## config.mk

```make
export PLATFORM = sky130hd
export DESIGN_NAME = lstf_ram
export DESIGN_NICKNAME = d
export VERILOG_FILES = /design/src/design/lstf_ram.sv
export SDC_FILE = /design/constraint.sdc
export NUM_CORES = 2
export LEC_CHECK = 0
export BUFFER_PORTS_ARGS = -buffer_cell sky130_fd_sc_hd__buf_2
export CAP_MARGIN = 20
export CELL_PAD_IN_SITES_DETAIL_PLACEMENT = 1
export CELL_PAD_IN_SITES_GLOBAL_PLACEMENT = 2
export CORE_ASPECT_RATIO = 0.9
export CORE_MARGIN = 2
export CORE_UTILIZATION = 55
export DETAILED_ROUTE_END_ITERATION = 8
export GPL_ROUTABILITY_DRIVEN = 1
export PLACE_DENSITY = 0.81
export SLEW_MARGIN = 20
export SYNTH_ARGS = -nofsm -noshare
export SYNTH_HDL_FRONTEND = slang
export SYNTH_SLANG_ARGS = --single-unit
```

## constraint.sdc

```tcl
create_clock -name clk_i -period 7.1 [get_ports clk_i]
set_clock_uncertainty 0.2 [all_clocks]
set_input_delay 1.065 -clock clk_i [delete_from_list [all_inputs] [get_ports clk_i]]
set_output_delay 1.065 -clock clk_i [all_outputs]
set_load 0.1 [all_outputs]
```

## src/design/lstf_ram.sv

```systemverilog
// Generic single-port-write, single-port-read RAM with registered read data.
`timescale 1ns / 1ps
`default_nettype none
module lstf_ram #(
  parameter int unsigned Width = 8,
  parameter int unsigned Depth = 256
) (
  input  wire logic                     clk_i,
  input  wire logic                     we_i,
  input  wire logic [$clog2(Depth)-1:0] waddr_i,
  input  wire logic [Width-1:0]         wdata_i,
  input  wire logic [$clog2(Depth)-1:0] raddr_i,
  output logic      [Width-1:0]         rdata_o
);
  logic [Width-1:0] mem [Depth];

  // Write port and registered read port.
  always_ff @(posedge clk_i) begin
    if (we_i) begin
      mem[waddr_i] <= wdata_i;
    end
    rdata_o <= mem[raddr_i];
  end
endmodule
`default_nettype wire

```

# After elaboration in Yosys (flattened, before gate mapping)
# Memory sizes are Yosys's and may differ from the RTL's. A register that Yosys moved wholly into a read port is not among the register bits.
# Cells that the tools add are included.
dict set report word_totals {
  ram_bits 2048
  memories 1
  register_bits 0
  word_cells 3
  in_bits 26
  output_inout_bits 8
}
dict set report classes {
  mux 2
}
# name depth width rd rd_ports_with_merged_regs write_ports line
set mem_list {}
lappend mem_list {mem 256 8 1 1 1 15} ;# logic [Width-1:0] mem [Depth];
# cell count
set op_table {}
lappend op_table {{1-bit two-way mux} 2}

# Logic depth before layout (Yosys ltp)
dict set report depth {
  word_depth 2
  mapped_depth 11
  depth_no_buf 6
}

# Worst setup path before layout
# No wires, ideal clock.
dict set report synth_timing {
  kind {input to register}
  startpoint {input raddr_i[0]}
  endpoint {register rdata_o[2], read port of mem}
  t_arrival_ns 2.872
  n_path_buf 4
  setup_time_ns 0.131
  t_required_ns 6.769
  cell_stages 9
  slack_ns 3.897
  path_cell_list {buf_6 buf_12 buf_8 buf_2 mux4_2 a22oi_1 a21oi_1 nor4_1 nor4_2}
}
# item line
set synth_lines {}
lappend synth_lines {{start: declaration} 12} ;# input wire logic [$clog2(Depth)-1:0] raddr_i,
lappend synth_lines {{end: declaration} 13} ;# output logic [Width-1:0] rdata_o

==> metrics <==
commonest cells in the synthesized netlist=edfxtp_1 (2,048), mux4_2 (454), nor2_1 (282); Post-synth ARST share=0; GR Overflow Total=0; Period Utilization, post-route=0.615; unrepaired setup endpoints after global routing=no; # rows=132; largest area contributor in the netlist=edfxtp_1; post-CTS sizing=0; fraction of layout cells with a size suffix above 1=0.215; Layout area overhead=10.4%; Ys Warns=0; HPWL Detailed=127,000 um; setup bufs post-CTS=0; Worst EP required=7.57 ns; Synth Net Count=3,759; Yosys top cell area share=0.773; Tot Pwr=24.9 mW; Multi-input gate area=16,500 sq um; fin crit period=4.37 ns; Worst Setup End Kind=register; Synth area leaders=edfxtp_1 (77%), mux4_2 (13%), mux2i_1 (1.7%); die area=148,000 sq um; Hold WS=0.557 ns; first-pass GRT wire length=302,000 um; ys flop type=edfxtp_1; Worst Path Arrival=4.84 ns; total number of vias=39,461; worst min path class=primary input to register; Leak Pwr=26.9 nW; worst skew pair latency=0.85 ns; root buf cell=clkbuf_16; CTS Buf Count=197; Pins Over Slew Limit=0; Synth Register Bits=2,056; EDFF count, synth=2,048; maximum vdd drop=280 uV; TritonCTS clock tree=built; average cell area after synthesis=21.3 sq um; nets=3,841; H-Tree Depth=4; Starting Density=0.554; DRC violations left=0; register area=61,700 sq um; GP Congestion=0.836; TritonRoute pass-1 iters=6; CP Launch Type=primary input; Sum Neg Setup Slack=0 ns; synthesized cell area=79,600 sq um; final antenna-violating net count=0; Worst-path clk slew=0.06 ns; I/O Pins=34; worst slack, placed=1.96 ns; Setup CP Type=primary input to register; top-count cell post-synth=edfxtp_1; register area share after synthesis=0.775; largest net degree at the start of global routing=189; vias in the first global route=40,883; Final Hold Fails=0; clock sink count=2,056; Max-cap violations=0; WL final=209,000 um; outcome=finished, final reports clean; gr usage total=0.289; Clock Tree Buf Depth=3; DRT iter0 DRCs=5,197; Via density=6.74; CTS Hold Bufs=0; Power per Cell Area=283 nW/um^2; core area=144,000 sq um; WL/cell=35.7 um; final setup fails=0; Fmax=0.229 GHz; Synth Instances=3,733; number of distinct library cells after synthesis=55; Max-slew headroom=0.174; final worst slack=2.73 ns; IO buf count=33; Die H=365 um; Die Span X=405 um; Max FO, Critical Path=55; Fillers=11,675; initial antenna violation count=15; Worst Max-Slew Pin Slew=1.23 ns
## flip-flops by register name, indices dropped and copies added (netlist names)
register and flops:
mem 2048, rdata_o 8
## layout make-up
type                       count  area share
inverter                       2   0.0000854
clock inverter               106      0.0115
antenna                        6    0.000171
clock buffer                 254      0.0590
timing repair buffer         116      0.0129
sequential                  2056       0.702
multi-input combinational   1442       0.188
tap                         1876      0.0267
## cells in the final DEF (no fill, tap or decap), drive strengths merged, types with 27 or more instances in the layout
cell type  instances
nand3             34
clkbuf           261
nor2b             31
a21oi             96
edfxtp          2048
nor4              27
clkinv            86
nor2             282
nand2             33
buf              109
mux2i            134
mux4             456
a22oi            133
o22ai             28
o221ai            47
## report_power, final
group          leakage [nW]  internal (mW)  total, mW  switching [mW]
Combinational          5.45          0.394       1.28           0.882
Clock                  3.01           5.70       10.2            4.52
Sequential             18.5           13.4       13.4          0.0267
## layer usage
layer	wire length, um	GRT usage	part of all wire	up-vias
met3	20400	0.0636	0.097	306
met5	86	0	0.00041	-
met4	5410	0.0806	0.026	14
met2	98300	0.445	0.47	2053
li1	-	-	-	15860
met1	84800	0.425	0.41	21228
## per-stage QoR
step / area (sq um) / utilization / std cells
after detailed placement: 81600 / 0.568 / 5490
after global placement: 81600 / 0.568 / 5489
final: 87900 / 0.612 / 5858
after CTS: 87800 / 0.611 / 5850
after global routing: 87900 / 0.611 / 5852
after floorplan: 79600 / - / 3733
## path summary, 6_finish.rpt
path | endpoint | depth (start not counted) | from | slack (ns)
setup / recovery | rdata_o[3]$_DFF_P_ | 8 | raddr_i[0] | 2.73
hold / removal | mem[84][2]$_DFFE_PP_ | 1 | wdata_i[2] | 0.56
setup reg to reg | rdata_o[3]$_DFF_P_ | 6 | mem[27][3]$_DFFE_PP_ | 3.88
hold reg to reg | rdata_o[4]$_DFF_P_ | 5 | mem[32][4]$_DFFE_PP_ | 0.86
## cell families after synthesis
logic type             Yosys count  share of synthesized area
multiplexers                   591                      0.146
buffers and inverters          235                     0.0183
AO/OA/AOI/OAI                  385                     0.0342
AND/OR/NAND/NOR                466                     0.0263
flip-flops                    2056                      0.775
## critical path, stage by stage
cell and delay [ns]:
buf_8 0.55, buf_4 0.47, mux4_2 0.56, a22o_1 0.26, a221oi_1 0.54, o221ai_1 0.29, a211oi_1 0.80, nor4_1 0.11
(Power assumes the default switching activity.)
